===== src/rtl/zapm_pkg.sv =====
// Package for the Z-algorithm pattern matcher: payload widths, item kind codes
// and the record passed from the cell row to the output stage.
// No dependencies.
package zapm_pkg;

    localparam int unsigned CH_W  = 8;   // pattern and text byte width
    localparam int unsigned POS_W = 16;  // width of reported text positions

    // Item kind codes on the input channel.
    localparam logic KIND_PATTERN = 1'b0;
    localparam logic KIND_TEXT    = 1'b1;

    // One item in flight between the cell row and the output register.
    typedef struct packed {
        logic             valid;
        logic             is_text;
        logic             ok;       // pattern non-empty and window filled
        logic [POS_W-1:0] idx;
        logic [POS_W-1:0] pos;
    } t_stage;

endpackage


===== src/rtl/zapm_in_if.sv =====
// Input channel of the pattern matcher: valid/ready plus kind, ch, start_req.
// Depends on zapm_pkg.
interface zapm_in_if
    import zapm_pkg::*;
();
    logic            valid;
    logic            ready;
    logic            kind;
    logic [CH_W-1:0] ch;
    logic            start_req;

    modport source (output valid, kind, ch, start_req, input ready);
    modport sink   (input valid, kind, ch, start_req, output ready);
endinterface


===== src/rtl/zapm_out_if.sv =====
// Result channel of the pattern matcher: valid/ready plus match, match_pos,
// text_index. Depends on zapm_pkg.
interface zapm_out_if
    import zapm_pkg::*;
();
    logic             valid;
    logic             ready;
    logic             match;
    logic [POS_W-1:0] match_pos;
    logic [POS_W-1:0] text_index;

    modport source (output valid, match, match_pos, text_index, input ready);
    modport sink   (input valid, match, match_pos, text_index, output ready);
endinterface


===== src/rtl/zapm_cell.sv =====
// One cell of the matcher row: holds one pattern byte and one text byte,
// shifts both toward its neighbor, and registers its own byte compare.
// Depends on zapm_pkg.
module zapm_cell
    import zapm_pkg::*;
#(
    parameter int unsigned IDX = 0,
    parameter int unsigned LW  = 7
) (
    input  logic            i_clk,
    input  logic            i_pat_shift,
    input  logic            i_txt_shift,
    input  logic [CH_W-1:0] i_pat,
    input  logic [CH_W-1:0] i_txt,
    input  logic [LW-1:0]   i_len,
    output logic [CH_W-1:0] o_pat,
    output logic [CH_W-1:0] o_txt,
    output logic            o_eq
);

    logic [CH_W-1:0] r_pat;
    logic [CH_W-1:0] r_txt;
    logic            r_eq;

    // A cell at or beyond the pattern length does not take part in the match.
    always_ff @(posedge i_clk) begin
        if (i_pat_shift) begin
            r_pat <= i_pat;
        end
        if (i_txt_shift) begin
            r_txt <= i_txt;
            r_eq  <= (i_txt == r_pat) || (i_len <= LW'(IDX));
        end
    end

    assign o_pat = r_pat;
    assign o_txt = r_txt;
    assign o_eq  = r_eq;

endmodule


===== src/rtl/zapm_out.sv =====
// Output stage of the matcher: reduces the per-cell compares of the item in
// flight and holds the result item in the output register. Depends on zapm_pkg.
module zapm_out
    import zapm_pkg::*;
#(
    parameter int unsigned N = 64
) (
    input  logic           i_clk,
    input  logic           i_rst_n,
    input  t_stage         i_s1,
    input  logic [N-1:0]   i_eq,
    output logic           o_take,
    zapm_out_if.source     o_res
);

    logic             r_valid;
    logic             r_match;
    logic [POS_W-1:0] r_pos;
    logic [POS_W-1:0] r_idx;
    logic             hit;

    assign o_take = !r_valid || o_res.ready;
    assign hit    = i_s1.is_text && i_s1.ok && (&i_eq);

    always_ff @(posedge i_clk) begin
        if (!i_rst_n) begin
            r_valid <= 1'b0;
        end else if (o_take) begin
            r_valid <= i_s1.valid;
        end
    end

    always_ff @(posedge i_clk) begin
        if (o_take) begin
            r_match <= hit;
            r_pos   <= hit ? i_s1.pos : '0;
            r_idx   <= i_s1.is_text ? i_s1.idx : '0;
        end
    end

    assign o_res.valid      = r_valid;
    assign o_res.match      = r_match;
    assign o_res.match_pos  = r_pos;
    assign o_res.text_index = r_idx;

endmodule


===== src/rtl/z_algorithm_pattern_match_core.sv =====
// Top level of the streaming exact pattern matcher (Z-algorithm result set).
// Depends on zapm_pkg, zapm_in_if, zapm_out_if, zapm_cell and zapm_out.
//
// Channel | Dir | Payload                               | Item
// i_in    | in  | kind, ch[7:0], start_req              | one pattern or text byte
// o_res   | out | match, match_pos[15:0], text_index    | one result per input item
//
// An accepted item is registered in the cell row and r_s1 first, and then in
// the output register that drives o_res. A new item is accepted every cycle
// while o_res takes results; the row of PAT_MAX cells compares the whole
// window in parallel, so the pattern length does not slow the stream. A stall
// on o_res holds the output register and the item behind it, and i_in.ready
// drops until the output register is taken. Reset clears the pattern length,
// text counters and pipeline valid bits.
module z_algorithm_pattern_match_core
    import zapm_pkg::*;
#(
    parameter int unsigned      PAT_MAX  = 64,
    parameter longint unsigned  TEXT_MAX = 65536
) (
    input  logic        i_clk,
    input  logic        i_rst_n,
    zapm_in_if.sink     i_in,
    zapm_out_if.source  o_res
);

    localparam int unsigned LW = $clog2(PAT_MAX + 1);
    localparam int unsigned IW = $clog2(TEXT_MAX);
    // Common width for the start-position arithmetic, with room for TEXT_MAX.
    localparam int unsigned CW = ((IW > LW) ? IW : LW) + 2;

    // Pattern length, text index of the next byte and window fill level.
    logic [LW-1:0] r_len, n_len;
    logic [IW-1:0] r_cnt, n_cnt;
    logic [LW-1:0] r_fill, n_fill;
    t_stage        r_s1, n_s1;

    logic                    take;
    logic                    acc;
    logic                    pat_acc;
    logic                    txt_acc;
    logic                    pat_shift;
    logic                    len_full;
    logic [LW-1:0]           fill_base;
    logic [IW-1:0]           idx;
    logic [CW-1:0]           idx_w;
    logic [CW-1:0]           back_w;
    logic [CW-1:0]           pos_w;
    logic [63:0]             idx_64;
    logic [63:0]             pos_64;

    // Cell chain wiring: element k feeds cell k, element 0 takes the new byte.
    logic [CH_W-1:0] pat_chain [PAT_MAX+1];
    logic [CH_W-1:0] txt_chain [PAT_MAX+1];
    logic [PAT_MAX-1:0] eq;

    assign i_in.ready = take;
    assign acc        = i_in.valid && take;
    assign pat_acc    = acc && (i_in.kind == KIND_PATTERN);
    assign txt_acc    = acc && (i_in.kind == KIND_TEXT);
    assign len_full   = (r_len == LW'(PAT_MAX));
    // Bytes past a full pattern are dropped and do not disturb the row.
    assign pat_shift  = pat_acc && (i_in.start_req || !len_full);

    assign pat_chain[0] = i_in.ch;
    assign txt_chain[0] = i_in.ch;

    // The row keeps the pattern reversed: after loading p0..p(L-1), cell k
    // holds p(L-1-k), and cell k of the text row holds the k-th newest byte,
    // so a match needs each cell below L to agree with itself.
    for (genvar k = 0; k < PAT_MAX; k++) begin : g_cell
        zapm_cell #(
            .IDX (k),
            .LW  (LW)
        ) u_cell (
            .i_clk       (i_clk),
            .i_pat_shift (pat_shift),
            .i_txt_shift (txt_acc),
            .i_pat       (pat_chain[k]),
            .i_txt       (txt_chain[k]),
            .i_len       (r_len),
            .o_pat       (pat_chain[k+1]),
            .o_txt       (txt_chain[k+1]),
            .o_eq        (eq[k])
        );
    end

    // Text bookkeeping for the accepted byte: its index, the start of an
    // occurrence that would end here, and whether the window is full enough.
    always_comb begin
        idx       = i_in.start_req ? '0 : r_cnt;
        fill_base = i_in.start_req ? '0 : r_fill;
        idx_w     = CW'(idx);
        back_w    = CW'(r_len) - CW'(1);
        if (idx_w >= back_w) begin
            pos_w = idx_w - back_w;
        end else begin
            pos_w = idx_w + CW'(TEXT_MAX) - back_w;
        end
        idx_64 = 64'(idx);
        pos_64 = 64'(pos_w);

        n_len  = r_len;
        n_cnt  = r_cnt;
        n_fill = r_fill;
        if (pat_acc) begin
            if (i_in.start_req) begin
                n_len = LW'(1);
            end else if (!len_full) begin
                n_len = r_len + LW'(1);
            end
        end
        if (txt_acc) begin
            n_cnt  = (idx == IW'(TEXT_MAX - 1)) ? '0 : idx + IW'(1);
            n_fill = (fill_base == LW'(PAT_MAX)) ? fill_base : fill_base + LW'(1);
        end

        n_s1         = r_s1;
        if (take) begin
            n_s1.valid   = acc;
            n_s1.is_text = (i_in.kind == KIND_TEXT);
            n_s1.ok      = (r_len != '0) && (n_fill >= r_len);
            n_s1.idx     = idx_64[POS_W-1:0];
            n_s1.pos     = pos_64[POS_W-1:0];
        end
    end

    always_ff @(posedge i_clk) begin
        if (!i_rst_n) begin
            r_len        <= '0;
            r_cnt        <= '0;
            r_fill       <= '0;
            r_s1         <= '0;
        end else begin
            r_len        <= n_len;
            r_cnt        <= n_cnt;
            r_fill       <= n_fill;
            r_s1         <= n_s1;
        end
    end

    zapm_out #(
        .N (PAT_MAX)
    ) u_out (
        .i_clk   (i_clk),
        .i_rst_n (i_rst_n),
        .i_s1    (r_s1),
        .i_eq    (eq),
        .o_take  (take),
        .o_res   (o_res)
    );

endmodule


===== src/flat_wrapper.sv =====
// flat-port wrapper written by rule: the top's interface ports become plain ports
module z_algorithm_pattern_match_core_flat import zapm_pkg::*;
#(
    parameter int unsigned      PAT_MAX  = 64,
    parameter longint unsigned  TEXT_MAX = 65536
)
  (i_clk, i_rst_n, i_in_valid, i_in_kind, i_in_ch, i_in_start_req, i_in_ready, o_res_valid, o_res_match, o_res_match_pos, o_res_text_index, o_res_ready);
  zapm_in_if i_in_i ();
  zapm_out_if o_res_i ();
  input  logic i_clk;
  input  logic i_rst_n;
  input wire logic [$bits(i_in_i.valid)-1:0] i_in_valid;
  input wire logic [$bits(i_in_i.kind)-1:0] i_in_kind;
  input wire logic [$bits(i_in_i.ch)-1:0] i_in_ch;
  input wire logic [$bits(i_in_i.start_req)-1:0] i_in_start_req;
  output wire logic [$bits(i_in_i.ready)-1:0] i_in_ready;
  output wire logic [$bits(o_res_i.valid)-1:0] o_res_valid;
  output wire logic [$bits(o_res_i.match)-1:0] o_res_match;
  output wire logic [$bits(o_res_i.match_pos)-1:0] o_res_match_pos;
  output wire logic [$bits(o_res_i.text_index)-1:0] o_res_text_index;
  input wire logic [$bits(o_res_i.ready)-1:0] o_res_ready;
  assign i_in_i.valid = i_in_valid;
  assign i_in_i.kind = i_in_kind;
  assign i_in_i.ch = i_in_ch;
  assign i_in_i.start_req = i_in_start_req;
  assign i_in_ready = i_in_i.ready;
  assign o_res_valid = o_res_i.valid;
  assign o_res_match = o_res_i.match;
  assign o_res_match_pos = o_res_i.match_pos;
  assign o_res_text_index = o_res_i.text_index;
  assign o_res_i.ready = o_res_ready;
  z_algorithm_pattern_match_core #(.PAT_MAX(PAT_MAX), .TEXT_MAX(TEXT_MAX)) u_core (.i_clk(i_clk), .i_rst_n(i_rst_n), .i_in(i_in_i), .o_res(o_res_i));
endmodule

===== config.mk =====
export PLATFORM = sky130hd
export DESIGN_NAME = z_algorithm_pattern_match_core_flat
export DESIGN_NICKNAME = d
export VERILOG_FILES = /design/src/rtl/zapm_pkg.sv /design/src/rtl/zapm_in_if.sv /design/src/rtl/zapm_out_if.sv /design/src/rtl/zapm_cell.sv /design/src/rtl/zapm_out.sv /design/src/rtl/z_algorithm_pattern_match_core.sv /design/src/flat_wrapper.sv
export SDC_FILE = /design/constraint.sdc
export NUM_CORES = 2
export LEC_CHECK = 0
export BUFFER_PORTS_ARGS = -buffer_cell sky130_fd_sc_hd__buf_2
export CAP_MARGIN = 20
export CORE_MARGIN = 8
export CORE_UTILIZATION = 61
export DETAILED_ROUTE_END_ITERATION = 7
export PLACE_DENSITY = 0.78
export SYNTH_ARGS = -nofsm -noshare
export SYNTH_HDL_FRONTEND = slang
export SYNTH_SLANG_ARGS = --single-unit

===== constraint.sdc =====
create_clock -name i_clk -period 37.2 [get_ports i_clk]
set_input_delay 7.44 -clock i_clk [delete_from_list [all_inputs] [get_ports i_clk]]
set_output_delay 7.44 -clock i_clk [all_outputs]
set_load 0.005 [all_outputs]

# Yosys cells after proc, flatten, opt, wreduce, memory -nomap -nowiden
# Cells that the tools add are included.
# classes
add_sub_neg	7
order_cmp	66
eq_ne	68
mux	8
bitwise_logic	1
reduce_logical	78
# op_table
operator	count
$eq A8 B8 Y1	64
$le A7 B6 Y1 const B	32
$le A7 B5 Y1 const B	16
$logic_or A1 B1 Y1	66
$reduce_and A64 Y1	1
$le A7 B4 Y1 const B	8
$mux W16	3
$mux W7	5
$add A16 B1 Y16 const B	2
$sub A16 B16 Y16	2
$le A7 B3 Y1 const B	4
$ge A16 B18 Y1	1
$eq A16 B16 Y1 const B	1
$add A7 B1 Y7 const B	2
$eq A7 B7 Y1 const B	2
$le A7 B1 Y1 const B	2
$le A7 B2 Y1 const B	2
$sub A7 B1 Y8 const B	1
$ge A7 B7 Y1	1
$logic_and A1 B1 Y1	7
$reduce_bool A7 Y1	1
$logic_not A1 Y1	2
$ne A2 B2 Y1 const B	1
$reduce_and A2 Y1	1
$not A1 Y1	1
# word_totals
regBits	1179
input_bits	14
out_inout_bits	35
elab_cells	431

# Depth between registers and ports, before layout
# depth
word_depth	7
ltp_mapped	14

# Hierarchy
# Synthesis repeated with hierarchy kept, for this count alone.
# unflattened
hier_cells	2519
area_unflattened_um2	44816.7
# by_module_without_submodules
module	instances	cells_per_inst	area_each_um2	seq_area_each_um2
z_algorithm_pattern_match_core	1	486	3958.8	1301.2
zapm_cell (u_core.g_cell[14].u_cell ...)	6	31	613.1	510.5
zapm_cell (u_core.g_cell[21].u_cell ...)	4	30	620.6	510.5
zapm_cell (u_core.g_cell[0].u_cell ...)	4	31	619.3	510.5
zapm_cell (u_core.g_cell[19].u_cell ...)	4	29	616.8	510.5
zapm_cell (u_core.g_cell[12].u_cell ...)	4	31	614.3	510.5
zapm_cell (u_core.g_cell[11].u_cell ...)	4	29	608.1	510.5
zapm_cell (u_core.g_cell[53].u_cell ...)	3	31	618.1	510.5
zapm_cell (u_core.g_cell[10].u_cell ...)	3	32	616.8	510.5
zapm_cell (u_core.g_cell[23].u_cell ...)	3	29	606.8	510.5
zapm_cell (u_core.g_cell[47].u_cell ...)	3	29	605.6	510.5
zapm_out	1	112	1488.9	1011.0
zapm_cell (u_core.g_cell[20].u_cell ...)	2	30	624.3	510.5
zapm_cell (u_core.g_cell[16].u_cell ...)	2	29	620.6	510.5
+18 rows	n/a	n/a	n/a	n/a

# Worst setup path before layout
# OpenSTA, ideal clock, no wires.
# synth_timing
path_kind	input port to flip-flop
from	input o_res_ready
to	register u_core.r_len[5]
setup_time_ns	0.080
arrival_time_ns	31.993
t_required_ns	37.120
setup_slack_ns	5.127
cell_stages	8
n_path_buf	1
path_cell_list	nor2b_1 buf_2 clkinv_2 nand2_1 a311oi_2 nand2_1 o21a_1 nor3_1
# synth_via
elab_chain_cells	4
# synth_lines
element	line	source
start: declaration	flat_wrapper.sv:21	input wire logic [$bits(o_res_i.ready)-1:0] o_res_ready;
$logic_or A1 B1 Y1	zapm_out.sv:22	assign o_take = !r_valid || o_res.ready;
$logic_and A1 B1 Y1	z_algorithm_pattern_match_core.sv:58	assign acc = i_in.valid && take;
$logic_and A1 B1 Y1	z_algorithm_pattern_match_core.sv:59	assign pat_acc = acc && (i_in.kind == KIND_PATTERN);
$reduce_and A2 Y1 (no source line)	n/a	
end signal: assignment	z_algorithm_pattern_match_core.sv:135	r_len <= n_len;
end: declaration	z_algorithm_pattern_match_core.sv:33	logic [LW-1:0] r_len, n_len;
# Every way passes these cells.
# A chain may end at the register's enable or synchronous reset.

# Final worst setup path
# layout_timing
from	input o_res_ready
to	output i_in_ready
# layout_via
elab_chain_cells	1
# layout_lines
element	line	source
$logic_or A1 B1 Y1	zapm_out.sv:22	
end: declaration	flat_wrapper.sv:16	output wire logic [$bits(i_in_i.ready)-1:0] i_in_ready;
# Every way passes these cells.

==> results.md <==
- Final hold violation count: 0
- Root Buffer: clkbuf_16
- Hold Path Origin: u_core.g_cell[52].u_cell.o_pat[3]
- Status: finished clean
- DIE AREA: 80,800 um^2
- Finished Cell Area: 49,020 um^2
- Synth warnings: 0
- DP Cell Count: 3,488
- Area delta synth->final: 11.68%
- Dpl hpwl: 54.69 mm
- Worst path max stage delay: roughly 0.33 ns
- Drt wl/cell: about 23 um
- WHS Path Cells: 0
- Async S/R FF share, synth: 0
- Simple-gate share of the synthesized area: 0.05604
- Mux cell area share after synthesis: 0.0004846
- Post-synth EDFFs: 1,113
- Crit path top cell by count: buf_2
- Placed cell areas: 45,390 um^2
- Hold EP: u_core.g_cell[53].u_cell.o_pat[3]
- Routability Congestion: between 0.8 and 0.9
- Worst Setup SP: o_res_ready
- Critical path class: primary input to output port
- Post-CTS Hold Fix Bufs: 0
- GRT Total Usage: 0.2046
- RSZ-0062 raised after global routing: false
- Complex-gate fraction of the synthesized area: 0.03249
- Mean Syn Cell Area: 17.54 um^2
- Crit Reg-Reg Startpoint: u_core.u_out.o_res.valid
- Crit-path slowest cell: buf_4
- Post-Syn Area: 43,900 um^2
- WHS: 0.4459 ns
- Final Util: 0.6870
- Placement Rows: 98
- Die W: 284.3 um
- Initial DRT Pass Iterations: 6
- Overall power: 2.740 mW
- Total gr overflow: 0
- DR top layer: met4
- TritonCTS Buffers: about 110
- Max clock buf depth: 3
- Worst clock skew: around 0.035 ns
- Core area: approximately 71,000 um^2
- Worst Max-Slew Pin Slew: 1.175 ns
- Final net count: approximately 2,700
- Max cap viols: 0
- Worst path buffer plus inverter count: 4
- PnR worst setup slack: 21.55 ns
- Crit. End Element: output port
- R2R Path End: u_core.g_cell[19].u_cell.o_pat[1]
- Postcts setup bufs: 0
- Element type at the critical path start: primary input
- CP Max Fanout: 32
- First-pass GRT wire length: 128.2 mm
- Slew Viols, Final: 0
- Multi-input logic area: 8941 um^2
- Critical path required time: slightly below 30 ns
- Arr. time, crit path: 8.21 ns
- Cell Chain, Critical Path: buf_2, nor2b_2, buf_4, clkinv_2, buf_2
- Metal3 WL: 5.860 mm
- Initial antenna violation count: 4
- CTS resizes: 0
- Largest net degree at the start of global routing: 199
- Total Routed Length: 84.80 mm
- CTS tree: built
- FMAX: 63.88 MHz
- PD cells: 55.88 nW/um^2
- FF/Latch Area: 34,740 um^2
- Synthesized net count: 2,548
- Post-Route M1 WL: 34.10 mm
- Commonest non-fill, non-tap cell in the layout: edfxtp_1
- IO Pins: 49
- Relative slew slack: 0.2094
- Number of vias after detailed routing: 21,860
- R2R Setup Slk: 31.87 ns
- Most frequent cells in the layout: edfxtp_1, xnor2_1, nand4_1, nand2_1, clkbuf_16
- DR DRC count: 0
- Number of distinct library cells after synthesis: 65
- Post-synthesis share of cell area spent on full adders, half adders and majority gates: 0.009007
- Largest family of logic cells by synthesized area: XOR/XNOR gates
- Reg2reg path depth: 9
- Cell count after synthesis: 2,503
- Final period util: 0.4208
- Post-Place Setup Slack: 21.54 ns
- Synth area leader: edfxtp_1
- Main synth FF type: edfxtp_1
- Post-synthesis xor/xnor area fraction: 0.1053
- Fin cells: about 3,700
- Starting Density: 0.6151
- Met2 routed WL: between 40 and 50 mm
- Setup TNS: 0 ns
- Fillers: 4,421
- Hold Crit Class: flip-flop to flip-flop
- H-Tree Depth: 3
- Register area share after synthesis: 0.7915
- Chip height: 284.3 um
- Layout cells sized above 1: 0.08816
- Vias in the first global route: 22,050
- Port bufs: 48
- Clock period minus final worst setup slack: approximately 16 ns
- Reg clk slew, reported paths: ~0.07 ns
- VDD IR max: 57.08 uV
- Area share of the largest cell type after synthesis: 0.7614
- Worst-skew pair later-pin latency: 0.69 ns
- Leakage power total: 15.65 nW
- # setup viols final: 0
- Crit-path leading delay family: buffers and inverters
- 1st-iter DRT viols: 2,221
- Leading post-synthesis cells by cell area: edfxtp_1, xnor2_1, dfxtp_1
- Routed vias/inst: 5.915
- CTS sink count: around 1,200
- Post-route ant nets: 0
- #FFs+latches synth: 1,179
-- per-layer routing --
layer  GRT usage  vias to the layer above
li1            -                     9780
met1      0.2706                    11050
met2      0.3454                      877
met3     0.03614                      157
met4     0.06670                        0
met5           0                        -
-- report_power, final --
| group | internal (mW) | total (mW) | switching (mW) |
|---|---|---|---|
| sequential | 1.51 | 1.55 | 0.0363 |
| combinational | 0.0354 | 0.0933 | 0.0579 |
| clock | 0.616 | 1.10 | 0.485 |
| total | 2.16 | 2.74 | 0.579 |
-- state kept, by name (all words and copies together), names as in the netlist, 7 cells and up --
name and count:
u_core.r_cnt 16, u_core.r_len 7, u_core.g_cell.u_cell.o_pat 512, u_core.u_out.o_res.match_pos 16, u_core.u_out.o_res.text_index 16, u_core.r_s1 35
u_core.r_fill 7, u_core.g_cell.u_cell.o_eq 64, u_core.g_cell.u_cell.o_txt 504
-- how the worst max path moves through the flow --
| stage | end | cells past startpoint |
|---|---|---|
| after floorplan | u_core.r_len[5] | 8 |
| after global placement | i_in_ready | 5 |
| after detailed placement | i_in_ready | 5 |
| after CTS | i_in_ready | 5 |
| after global routing | i_in_ready | 5 |
| final | i_in_ready | 5 |
-- cells by family after synthesis --
| kind of cell | Yosys count |
|---|---|
| flops | 1179 |
| buf+inv | 59 |
| xor+xnor | 528 |
| compound gates | 236 |
| fa+ha+maj | 31 |
| mux | 2 |
| simple gates | 468 |
-- cell type report --
class / count / area share
Clock buffer: 132 / 0.05847
Inverter: 23 / 0.001940
Clock inverter: 73 / 0.01442
Timing Repair Buffer: 73 / 0.009800
Sequential cell: 1179 / 0.7087
Antenna cell: 1 / 0.00005104
Multi-Input combinational cell: 1265 / 0.1824
Tap cell: 950 / 0.02425
-- cells in the mapped netlist (all sizes together) (6+ instances only) --
cell type,n
inv,18
o21ai,84
nor4,23
nand2,115
and2,38
a22oi,7
a211oi,7
o22ai,29
ha,30
a21oi,64
nor2b,22
xnor2,462
xor2,66
and3,9
nor2,69
buf,8
clkbuf,28
dfxtp,66
nand3,20
nor3,14
edfxtp,1113
nand4,136
nand3b,6
(Power assumes the default switching activity.)
